File: config.mk
export PLATFORM = sky130hd
export DESIGN_NAME = rbst_prep
export DESIGN_NICKNAME = d
export VERILOG_FILES = /design/src/rtl/rbst_pkg.sv /design/src/rtl/rbst_prep.sv
export SDC_FILE = /design/constraint.sdc
export NUM_CORES = 1
export LEC_CHECK = 0
export BUFFER_PORTS_ARGS = -buffer_cell sky130_fd_sc_hd__buf_2
export CELL_PAD_IN_SITES_DETAIL_PLACEMENT = 0
export CELL_PAD_IN_SITES_GLOBAL_PLACEMENT = 1
export CORE_AREA = 3 3 376 378
export DETAILED_ROUTE_END_ITERATION = 7
export DIE_AREA = 0 0 379 381
export PLACE_DENSITY = 0.6
export SLEW_MARGIN = 20
export SYNTH_ARGS = -nofsm -noshare
export SYNTH_HDL_FRONTEND = slang
export SYNTH_SLANG_ARGS = --single-unit
File: constraint.sdc
create_clock -name clk -period 9 [get_ports clk]
set_clock_uncertainty 0.15 [all_clocks]
set_input_delay 1.8 -clock clk [delete_from_list [all_inputs] [get_ports clk]]
set_output_delay 1.8 -clock clk [all_outputs]
set_load 0.03 [all_outputs]
File: src/rtl/rbst_pkg.sv
// ----------------------------------------------------------------------------
// rbst_pkg
// Shared types, widths and helpers for the pipelined ray/box slab test.
// ----------------------------------------------------------------------------
package rbst_pkg;

  localparam int CW     = 32;           // coordinate width, signed
  localparam int FB     = 16;           // fraction bits
  localparam int NUM_W  = CW + 1;       // exact corner minus origin
  localparam int DVD_W  = NUM_W + FB;   // scaled dividend magnitude, also quotient width
  localparam int DEN_W  = CW;           // divisor magnitude
  localparam int REM_W  = DEN_W;        // partial remainder stays below the divisor
  localparam int NAXIS  = 3;
  localparam int NLANE  = 2 * NAXIS;    // lanes 0..2 use the min corner, 3..5 the max corner

  localparam logic [CW-1:0]    T_MAX = {1'b0, {(CW-1){1'b1}}};
  localparam logic [CW-1:0]    T_MIN = {1'b1, {(CW-1){1'b0}}};
  localparam logic [DVD_W-1:0] QSIGN = DVD_W'(1) << (CW - 1);

  typedef struct packed {
    logic signed [CW-1:0] origin_x;
    logic signed [CW-1:0] origin_y;
    logic signed [CW-1:0] origin_z;
    logic signed [CW-1:0] dir_x;
    logic signed [CW-1:0] dir_y;
    logic signed [CW-1:0] dir_z;
    logic signed [CW-1:0] box_min_x;
    logic signed [CW-1:0] box_min_y;
    logic signed [CW-1:0] box_min_z;
    logic signed [CW-1:0] box_max_x;
    logic signed [CW-1:0] box_max_y;
    logic signed [CW-1:0] box_max_z;
  } ray_t;

  typedef struct packed {
    logic                 hit;
    logic signed [CW-1:0] t_enter;
    logic signed [CW-1:0] t_exit;
  } res_t;

  // One divider stage: six lanes of remainder and shifting dividend/quotient.
  typedef struct packed {
    logic [NLANE-1:0]             neg;
    logic [NLANE-1:0][REM_W-1:0]  rem;
    logic [NLANE-1:0][DVD_W-1:0]  work;
    logic [NAXIS-1:0][DEN_W-1:0]  den;
    logic [NAXIS-1:0]             dz;
    logic                         pass;
  } div_t;

  // Ordered distances per axis after saturation.
  typedef struct packed {
    logic [NAXIS-1:0][CW-1:0] tn;
    logic [NAXIS-1:0][CW-1:0] tf;
    logic [NAXIS-1:0]         dz;
    logic                     pass;
  } ord_t;

  // Saturate an unsigned quotient magnitude with its sign to a signed result.
  function automatic logic [CW-1:0] sat_quot(input logic [DVD_W-1:0] q, input logic neg);
    logic [CW-1:0] r;
    if (neg) begin
      r = (q >= QSIGN) ? T_MIN : (CW'(0) - q[CW-1:0]);
    end else begin
      r = (q >= QSIGN) ? T_MAX : q[CW-1:0];
    end
    return r;
  endfunction

endpackage

File: src/rtl/rbst_prep.sv
// ----------------------------------------------------------------------------
// rbst_prep
// First stage: slab differences, magnitudes, signs and parallel-slab checks.
// ----------------------------------------------------------------------------
module rbst_prep (
  input  logic               clk,
  input  logic               rst,
  input  logic               en,
  input  logic               in_valid,
  input  rbst_pkg::ray_t     in_data,
  output logic               out_valid,
  output rbst_pkg::div_t     out_data
);

  logic [rbst_pkg::NAXIS-1:0][rbst_pkg::CW-1:0] org, dir, lo, hi;
  rbst_pkg::div_t prep_next;

  assign org = {in_data.origin_z, in_data.origin_y, in_data.origin_x};
  assign dir = {in_data.dir_z, in_data.dir_y, in_data.dir_x};
  assign lo  = {in_data.box_min_z, in_data.box_min_y, in_data.box_min_x};
  assign hi  = {in_data.box_max_z, in_data.box_max_y, in_data.box_max_x};

  // Per axis: two exact differences, their magnitudes and quotient signs.
  always_comb begin
    logic [rbst_pkg::NUM_W-1:0] dl, dh, ox;
    logic                       in_slab;
    prep_next      = '0;
    prep_next.pass = 1'b1;
    for (int a = 0; a < rbst_pkg::NAXIS; a++) begin
      ox = {org[a][rbst_pkg::CW-1], org[a]};
      dl = {lo[a][rbst_pkg::CW-1], lo[a]} - ox;
      dh = {hi[a][rbst_pkg::CW-1], hi[a]} - ox;
      prep_next.neg[a]   = dl[rbst_pkg::NUM_W-1] ^ dir[a][rbst_pkg::CW-1];
      prep_next.neg[a+3] = dh[rbst_pkg::NUM_W-1] ^ dir[a][rbst_pkg::CW-1];
      prep_next.work[a]   = {(dl[rbst_pkg::NUM_W-1] ? -dl : dl), {rbst_pkg::FB{1'b0}}};
      prep_next.work[a+3] = {(dh[rbst_pkg::NUM_W-1] ? -dh : dh), {rbst_pkg::FB{1'b0}}};
      prep_next.den[a] = dir[a][rbst_pkg::CW-1] ? (rbst_pkg::DEN_W'(0) - dir[a]) : dir[a];
      prep_next.dz[a]  = (dir[a] == '0);
      in_slab = ($signed(org[a]) >= $signed(lo[a])) && ($signed(org[a]) <= $signed(hi[a]));
      if (prep_next.dz[a] && !in_slab) begin
        prep_next.pass = 1'b0;
      end
    end
  end

  // Stage register.
  always_ff @(posedge clk) begin
    if (rst) begin
      out_valid <= 1'b0;
    end else if (en) begin
      out_valid <= in_valid;
    end
  end

  always_ff @(posedge clk) begin
    if (en) begin
      out_data <= prep_next;
    end
  end

endmodule

* After elaboration in Yosys (flattened, before gate mapping)
Cells that the tools add are included.
** Cells by class
- Add/subtract/negate cells :: 15
- Order comparisons :: 6
- Mux-type cells :: 10
- Bitwise logic cells :: 6
- Reduce and logical (&&, ||, !) cells :: 13
** Operators by type and width (number)
- negation 33 bit :: 6
- subtractor 32 x 32 -> 33 bit :: 6
- two-way mux 32 bit :: 6
- >= comparator 32 bit :: 3
- <= comparator 32 bit :: 3
- zero test 32 bit :: 3
- subtractor 1 x 32 -> 32 bit, first input constant :: 3
- two-way mux 31 bit :: 3
- logical AND 1 bit :: 6
- bitwise XOR 1 bit :: 6
- zero test 1 bit :: 3
- OR reduction 2 bit :: 1
- two-way mux 1 bit :: 1
** Word-level totals
- Register bits after elaboration :: 305
- Bits of input ports :: 388
- Output and inout bits :: 593
- Logic and storage cells :: 72

* Longest topological paths before layout
Gate-level depths: netlist of the first run.
- Depth in word-level cells :: 5
- Depth in mapped cells :: 15
- Depth with buffers taken out :: 13

* Least setup slack after synthesis of the first run
Ideal clock, no wire load.
- Kind :: input port to flip-flop
- Start :: in in_data[96] (netlist name)
- End :: reg out_data[245] (netlist name), data pin
- Setup time :: 266 ps
- Arrival :: 5173 ps
- Required time :: 8584 ps
- Slack :: 3412 ps
- Stages :: 14
- Buffers on the path :: 1
- Cell sequence :: inv_1 ha_1 fa_1 nand2b_1 a211o_1 a2111oi_0 o21ai_1 a31oi_1 a31oi_1 xnor2_1 or4_1 clkbuf_1 o41ai_1 xnor2_1
** RTL lines
- from (decl) :: RTL line rbst_prep.sv:10 : input rbst_pkg::ray_t in_data,
- to (signal assigned) :: RTL line rbst_prep.sv:57 : out_data <= prep_next;
- to (decl) :: RTL line rbst_prep.sv:12 : output rbst_pkg::div_t out_data

==> impl_summary.log, run 1 <==
INFO  metric synthDominantAreaCellType = edfxtp_1
INFO  metric cts_tree = yes
INFO  metric grt_usage = 16.9%
INFO  metric dieWidth = 379 um
INFO  metric vdd.ir_drop.worst = 0.0992 mV
INFO  metric synth-edff-count = 304
INFO  metric final.min_clock_period = 6.14 ns
INFO  metric post-cts-setup-buffer-count = 0
INFO  metric drv_slew = 0
INFO  metric grt_antenna_before_repair = 31
INFO  metric cp-start-kind = primary input
INFO  metric timing_worst_slew_pin_value = 1.03 ns
INFO  metric max_slew_headroom_at_the_worst_pin = 31.5%
INFO  metric ys_warn_count = 0
INFO  metric crit_path_end_kind = flip-flop
INFO  metric finished_layout_cells = 5933
INFO  metric io_pins = 981
INFO  metric layout-drive-gt1-share = 19.6%
INFO  metric mappedNetlistArea = 30000 um^2
INFO  metric detailedRoute.firstPassIterationCount = 5
INFO  metric grt-ovfl-total = 0
INFO  metric yosys.area.top_type_share = 30.4%
INFO  metric detail_route.wirelength = 129000 um
INFO  metric detail_route.wl_per_cell = 21.8 um
INFO  metric clock_latency_of_the_later_clocked_register_in_the_worst_skew_pair = 0.61 ns
INFO  metric postSynth.asyncResetShare = 0%
INFO  metric power_per_standard_cell_area = 188 nW/um^2
INFO  metric critPathKind = primary input to flip-flop
INFO  metric drtAntennaViolNets = 0
INFO  metric cts_inserted_buffers = 44
INFO  metric clock_sinks = 305
INFO  metric timing.reg2reg.setup_slack = 8.25 ns
INFO  metric detailed_place.area = 34300 um^2
INFO  metric totalNegativeSetupSlack = 0 ns
INFO  metric viasPerCell = 4.72
INFO  metric place.gp.congestion = 0.911
INFO  metric ys_ff_latch = 305
INFO  metric cp.required = 9.20 ns
INFO  metric synthesized_instance_count = 3457
INFO  metric via_count = 28011
INFO  metric floorplan.die_area = 144000 um^2
INFO  metric finalHoldViolCount = 0
INFO  metric run_status = complete, no violations
INFO  metric setup_viol = 0
INFO  metric most_frequent_cells_in_the_layout = 691 x buf_2, 304 x edfxtp_1, 288 x conb_1
INFO  metric postSynth.topFlopCell = edfxtp_1
INFO  metric layout_worst_path_cycle_share = 68.3%
INFO  metric static-leakage-power = 14.9 nW
INFO  metric grt_first_pass_wirelength = 181000 um
INFO  metric via_count_of_the_first_global_routing_pass = 26430
INFO  metric rsz0062_at_grt = false
INFO  metric cts.hold.buffers_added = 0
INFO  metric fmax = 163 MHz
INFO  metric critical_path_arrival = 6.34 ns
INFO  metric drc_violation_total_after_the_first_tritonroute_iteration = 1979
INFO  metric cts_max_path_buffers = 3
INFO  metric finished_layout_cell_area = 35700 um^2
INFO  metric path_max_fanout = 7
INFO  metric layout_commonest_cell = buf_2
INFO  metric h-tree-depth = 2
INFO  metric numPlacedInstances = 5839
INFO  metric synth_sequential_area_ratio = 30.5%
INFO  metric layout-area-overhead-vs-synth = 19.2%
INFO  metric post_synth_num_cell_types = 93
INFO  metric port_buffers = 692
INFO  metric core_region = 138000 um^2
INFO  metric synth.area.top_cells = edfxtp_1 30%, ha_1 8.6%, xnor2_1 8.1%, buf_4 7.2%, a21oi_1 4.3%
INFO  metric clockRootBuffer = clkbuf_16
INFO  metric core.rowCount = 136
INFO  metric initial_utilization = 21.8%
INFO  metric cts.clk_slew.worst_paths = 0.06 ns
INFO  metric grt_max_degree = 108
INFO  metric die_h = 381 um
INFO  metric finish.net_count = 4692
INFO  metric dp_hpwl = 109000 um
INFO  metric residual_drc = 0
INFO  metric timing.max_cap.violations = 0
INFO  metric worstHoldPathType = flip-flop to flip-flop
INFO  metric syn-mean-instance-area = 8.68 um^2
INFO  metric post_cts.resized_instances = 0
==> state kept, by name, indices dropped and copies added (netlist names) <==
| register | count |
|---|---|
| out_data | 304 |
| out_valid | 1 |
==> synthesized netlist by cell type, types with 11 or more instances <==
library cell and number:
xnor2_1 278, a21o_1 62, nand4_1 52, o41ai_1 22, o211ai_1 27, inv_1 186, a211o_1 13, or3_1 50
nand2_1 257, and2_1 37, o31ai_1 49, buf_4 288, or4_1 24, nand3_1 63, xor2_1 120, nor3b_1 15
clkbuf_1 105, o21bai_1 25, nor3_1 84, a211oi_1 46, o21ai_0 202, a21oi_1 259, and3_1 40, nand2b_1 36
and4_1 11, o21ai_1 15, nor4b_1 11, ha_1 207, o31a_1 14, nor4_1 37, nor2b_1 28, o21a_1 36
a31oi_1 39, nor2_1 208, or2_2 11, o211a_1 11, edfxtp_1 304
==> critical path: stages <==
cell	delay (ns)
buf_2	0.08
inv_1	0.04
ha_1	0.24
fa_1	0.40
nand2b_1	0.20
a21boi_1	0.49
nor4_1	0.10
a2111oi_1	0.74
nand3b_1	0.20
nor3b_1	0.59
nand3b_1	0.32
nor4_1	0.75
a31oi_1	0.22
xnor2_1	0.16
==> final timing paths <==
check             start       endpoint  depth (start not counted)
max          in_data[0]  out_data[392]                         14
min           out_valid      out_valid                          2
max reg2reg   out_valid      out_valid                          2
min reg2reg   out_valid      out_valid                          2
==> through the flow <==
stage	util, %	power (mW)	setup slack [ns]	hold WS (ns)
6_report	25.9	6.71	2.86	0.378
5_1_grt	25.9	7.11	2.42	0.402
4_1_cts	25.9	6.84	3.01	0.366
3_5_place_dp	24.9	5.01	2.41	0.351
3_3_place_gp	24.9	5.02	2.36	0.316
2_1_floorplan	-	4.10	3.41	0.480
==> cell families after synthesis <==
group                    Yosys count  synth area share (%)
XOR/XNOR                         398                  11.6
other                              1                0.0125
AO/OA/AOI/OAI                    942                  20.5
multiplexers                      11                 0.371
AND/OR/NAND/NOR                  999                  17.0
adder cells (fa/ha/maj)          213                  9.03
flip-flops                       305                  30.5
buffers and inverters            588                  11.0
==> routing by layer <==
layer | vias up | wire length, um | track usage [%]
li1 | 13407 | - | -
met1 | 13382 | 54000 | 21.0
met2 | 1036 | 60800 | 28.5
met3 | 164 | 10300 | 4.42
met4 | 22 | 3890 | 5.12
met5 | - | 152 | 0
==> where the power goes <==
group / switching, mW / internal, mW / leakage [nW]
Combinational: 2.06 / 0.881 / 11.2
Sequential: 0.108 / 1.93 / 2.98
Clock: 0.749 / 0.990 / 0.682
==> cell type report <==
class | instances | area [um^2]
clock buffers | 51 | 1130
clock inverters | 28 | 268
repair buffers | 703 | 3570
diodes | 15 | 37.5
fillers | 15173 | 102000
multi-input cells | 2851 | 18700
well taps | 1794 | 2240
flip-flops and latches | 305 | 9150
inverters | 186 | 698
No activity file was read; power rests on OpenSTA's default activity.
==> inputs of run 2 (changes only) <==
--- a/config.mk
+++ b/config.mk
@@ -5,13 +5,15 @@
 export SDC_FILE = /design/constraint.sdc
 export NUM_CORES = 1
 export LEC_CHECK = 0
+export ABC_AREA = 1
 export BUFFER_PORTS_ARGS = -buffer_cell sky130_fd_sc_hd__buf_2
 export CELL_PAD_IN_SITES_DETAIL_PLACEMENT = 0
 export CELL_PAD_IN_SITES_GLOBAL_PLACEMENT = 1
-export CORE_AREA = 3 3 376 378
+export CORE_ASPECT_RATIO = 0.9
+export CORE_MARGIN = 3
+export CORE_UTILIZATION = 23
 export DETAILED_ROUTE_END_ITERATION = 7
-export DIE_AREA = 0 0 379 381
-export PLACE_DENSITY = 0.6
+export PLACE_DENSITY = 0.64
 export SLEW_MARGIN = 20
 export SYNTH_ARGS = -nofsm -noshare
 export SYNTH_HDL_FRONTEND = slang
==> constraint.sdc (replaced) <==
create_clock -name clk -period 6.11 [get_ports clk]
set_clock_uncertainty 0.15 [all_clocks]
set_input_delay 1.222 -clock clk [delete_from_list [all_inputs] [get_ports clk]]
set_output_delay 1.222 -clock clk [all_outputs]
set_load 0.03 [all_outputs]
==> run 2 against run 1 <==
First-iteration DRC count up 48%; via count up 34%; non-clock buffer count down 5; clock power up 68%; synthesized cell count up 68%; worst setup slack worse by 0.81 ns; sequential share of layout area down 4.2 points; sequential power up 45%; clock-buffer cell count unchanged; area after synthesis up 21%; die area up 13%; largest cell class unchanged; highest routed layer unchanged.
==> impl_summary.log, run 2 <==
INFO  metric port_buffers = 692
INFO  metric die_h = 383 um
INFO  metric cp.required = 6.33 ns
INFO  metric global_route.usage.met1 = 25.2%
INFO  metric synth.most_common_cell = nand2_1
INFO  metric post_synth_most_frequent_cells = 2097 x nand2_1, 970 x inv_1, 529 x nor2_1, 379 x nand3_1, 304 x edfxtp_1
INFO  metric detail_route.wl_per_cell = 18.6 um
INFO  metric clockRootBuffer = clkbuf_16
INFO  metric fin_total_pwr = 10.7 mW
INFO  metric layout-drive-gt1-share = 16.1%
INFO  metric drc_violation_total_after_the_first_tritonroute_iteration = 2924
INFO  metric regToRegEndpoint = out_valid
INFO  metric residual_drc = 0
INFO  metric setup_viol = 0
INFO  metric post-cts-setup-buffer-count = 0
INFO  metric run_status = complete, no violations
INFO  metric dieWidth = 425 um
INFO  metric cts.hold.buffers_added = 0
INFO  metric clock_latency_of_the_later_clocked_register_in_the_worst_skew_pair = 0.61 ns
INFO  metric cts_max_path_buffers = 3
INFO  metric finish.net_count = 7117
INFO  metric worstHoldPathCells = 2
INFO  metric grt.met2_usage = 31.7%
INFO  metric grt_first_pass_wirelength = 229000 um
INFO  metric grt_usage = 18.9%
INFO  metric via_count = 37559
INFO  metric synth-edff-count = 304
INFO  metric fmax = 246 MHz
INFO  metric timing.reg2reg.setup_slack = 5.38 ns
INFO  metric rsz0062_at_grt = false
INFO  metric initial_utilization = 23.3%
INFO  metric power_per_standard_cell_area = 250 nW/um^2
INFO  metric cts_inserted_buffers = 44
INFO  metric io_pins = 981
INFO  metric floorplan.die_area = 163000 um^2
INFO  metric grt_antenna_before_repair = 29
INFO  metric timing.hold.worst_endpoint = out_valid
INFO  metric reg_top3 = out_data: 304 flops, out_valid: 1 flops
INFO  metric path_max_fanout = 34
INFO  metric drv_slew = 0
INFO  metric vdd.ir_drop.worst = 0.186 mV
INFO  metric synth.area.top_cells = edfxtp_1 25%, nand2_1 22%, inv_1 10%, ha_1 7.1%, buf_4 6.1%
INFO  metric critPathKind = primary input to flip-flop
INFO  metric synthDominantAreaCellType = edfxtp_1
INFO  metric ys_ff_latch = 305
INFO  metric worstHoldPathType = flip-flop to flip-flop
INFO  metric grt_max_degree = 117
INFO  metric final.min_clock_period = 4.06 ns
INFO  metric postSynth.asyncResetShare = 0%
INFO  metric post_synth_num_cell_types = 54
INFO  metric layout-area-overhead-vs-synth = 17.8%
INFO  metric detail_route.wirelength = 161000 um
INFO  metric synthesized_instance_count = 5804
INFO  metric yosys.area.top_type_share = 25.1%
INFO  metric static-leakage-power = 23.1 nW
INFO  metric top_register = out_data
INFO  metric drtAntennaViolNets = 0
INFO  metric via_count_of_the_first_global_routing_pass = 34931
INFO  metric timing.max_cap.violations = 0
INFO  metric critical_path_arrival = 4.28 ns
INFO  metric grt-ovfl-total = 0
INFO  metric core.rowCount = 137
INFO  metric hold_path.startpoint = out_valid
INFO  metric max_slew_headroom_at_the_worst_pin = 32.4%
INFO  metric cts.clk_slew.worst_paths = 0.06 ns
INFO  metric crit_path_end_kind = flip-flop
INFO  metric post_cts.resized_instances = 0
INFO  metric num-fill-cells = 17777
INFO  metric grt.busiest_layer = met2
INFO  metric postSynth.topFlopCell = edfxtp_1
INFO  metric syn-mean-instance-area = 6.26 um^2
INFO  metric max_ffs_per_register = 304
INFO  metric cp-start-kind = primary input
INFO  metric layout_worst_path_cycle_share = 66.5%
INFO  metric ys_warn_count = 0
INFO  metric timing_worst_slew_pin_value = 1.01 ns
INFO  metric place.gp.congestion = 0.944
INFO  metric most_frequent_cells_in_the_layout = 2097 x nand2_1, 970 x inv_1, 691 x buf_2
INFO  metric h-tree-depth = 2
INFO  metric met3_usage = 2.06%
INFO  metric viasPerCell = 4.34
INFO  metric synth_sequential_area_ratio = 25.2%
INFO  metric totalNegativeSetupSlack = 0 ns
INFO  metric mappedNetlistArea = 36300 um^2
INFO  metric clock_sinks = 305
INFO  metric finalHoldViolCount = 0
INFO  metric layout_commonest_cell = nand2_1
INFO  metric detailedRoute.firstPassIterationCount = 6
INFO  metric dp_hpwl = 141000 um
INFO  metric reg2reg_depth = 2
INFO  metric core_region = 156000 um^2
INFO  metric cts_tree = yes
INFO  metric critical_path.reg2reg.startpoint = out_valid
run 2: cell types whose count changed after synthesis, sizes merged, moves of 128 or more:
cell,change
xnor2,-206
inv,+830
o21ai,-128
nand2,+1942
nand3,+335
nor2,+393
run 2: logic make-up after synthesis:
| kind of cell | synth area share (%) |
|---|---|
| other cells | 0.0103 |
| xor+xnor | 5.27 |
| buf+inv | 17.0 |
| flops | 25.2 |
| fa+ha+maj | 7.46 |
| compound gates | 4.38 |
| mux | 0.0275 |
| simple gates | 40.6 |
run 2: worst max path at each step:
stage	startpoint	end
floorplan	in_data[160]	out_data[142]
detailed placement	in_data[225]	out_data[0]
global placement	in_data[225]	out_data[0]
finish	in_data[96]	out_data[230]
CTS	in_data[225]	out_data[0]
global route	in_data[225]	out_data[0]
run 2: through the flow:
step / cell area, um^2 / worst slack [ns] / hold slack, ns / cells / utilization, %
floorplan: 37400 / 2.49 / 0.480 / 6091 / -
global placement: 41200 / 1.23 / 0.320 / 8555 / 26.4
detailed placement: 41200 / 1.22 / 0.335 / 8555 / 26.4
CTS: 42800 / 1.95 / 0.352 / 8636 / 27.4
global route: 42800 / 1.76 / 0.409 / 8639 / 27.4
finish: 42800 / 2.05 / 0.346 / 8647 / 27.5
run 2: layout make-up:
cell class / count / area (um^2) / share of cell area [%]
antenna: 11 / 27.5 / 0.0643
clock buffer: 51 / 1170 / 2.73
clock inverter: 30 / 430 / 1.01
inverter: 1017 / 3820 / 8.91
multi-input combinational: 4450 / 22100 / 51.6
sequential: 305 / 9150 / 21.4
tap: 2085 / 2610 / 6.09
timing repair buffer: 698 / 3540 / 8.27
run 2: worst max-delay path, cell delays in order:
cell and delay, ns:
buf_2 0.10, inv_1 0.05, ha_1 0.21, fa_1 0.23, inv_1 0.08, nand3_1 0.09, nand2_1 0.13, nand2_1 0.10
nand2_1 0.14, nand2_2 0.11, nand2_2 0.08, nand2_1 0.14, nand2_2 0.10, o21ai_4 0.77, inv_2 0.27, nor2_1 0.20
xor2_1 0.16, inv_1 0.06
run 2: per-layer routing:
layer | part of all wire (%) | routed length, um
met5 | 0.0087 | 14
met4 | 3.5 | 5660
met3 | 5.5 | 8910
met2 | 47 | 74900
met1 | 44 | 71400
run 2: report_power, final:
part	leakage (nW)	switching, mW	internal [mW]
Clock	0.780	1.15	1.77
Sequential	2.98	0.151	2.80
Combinational	19.4	3.56	1.29
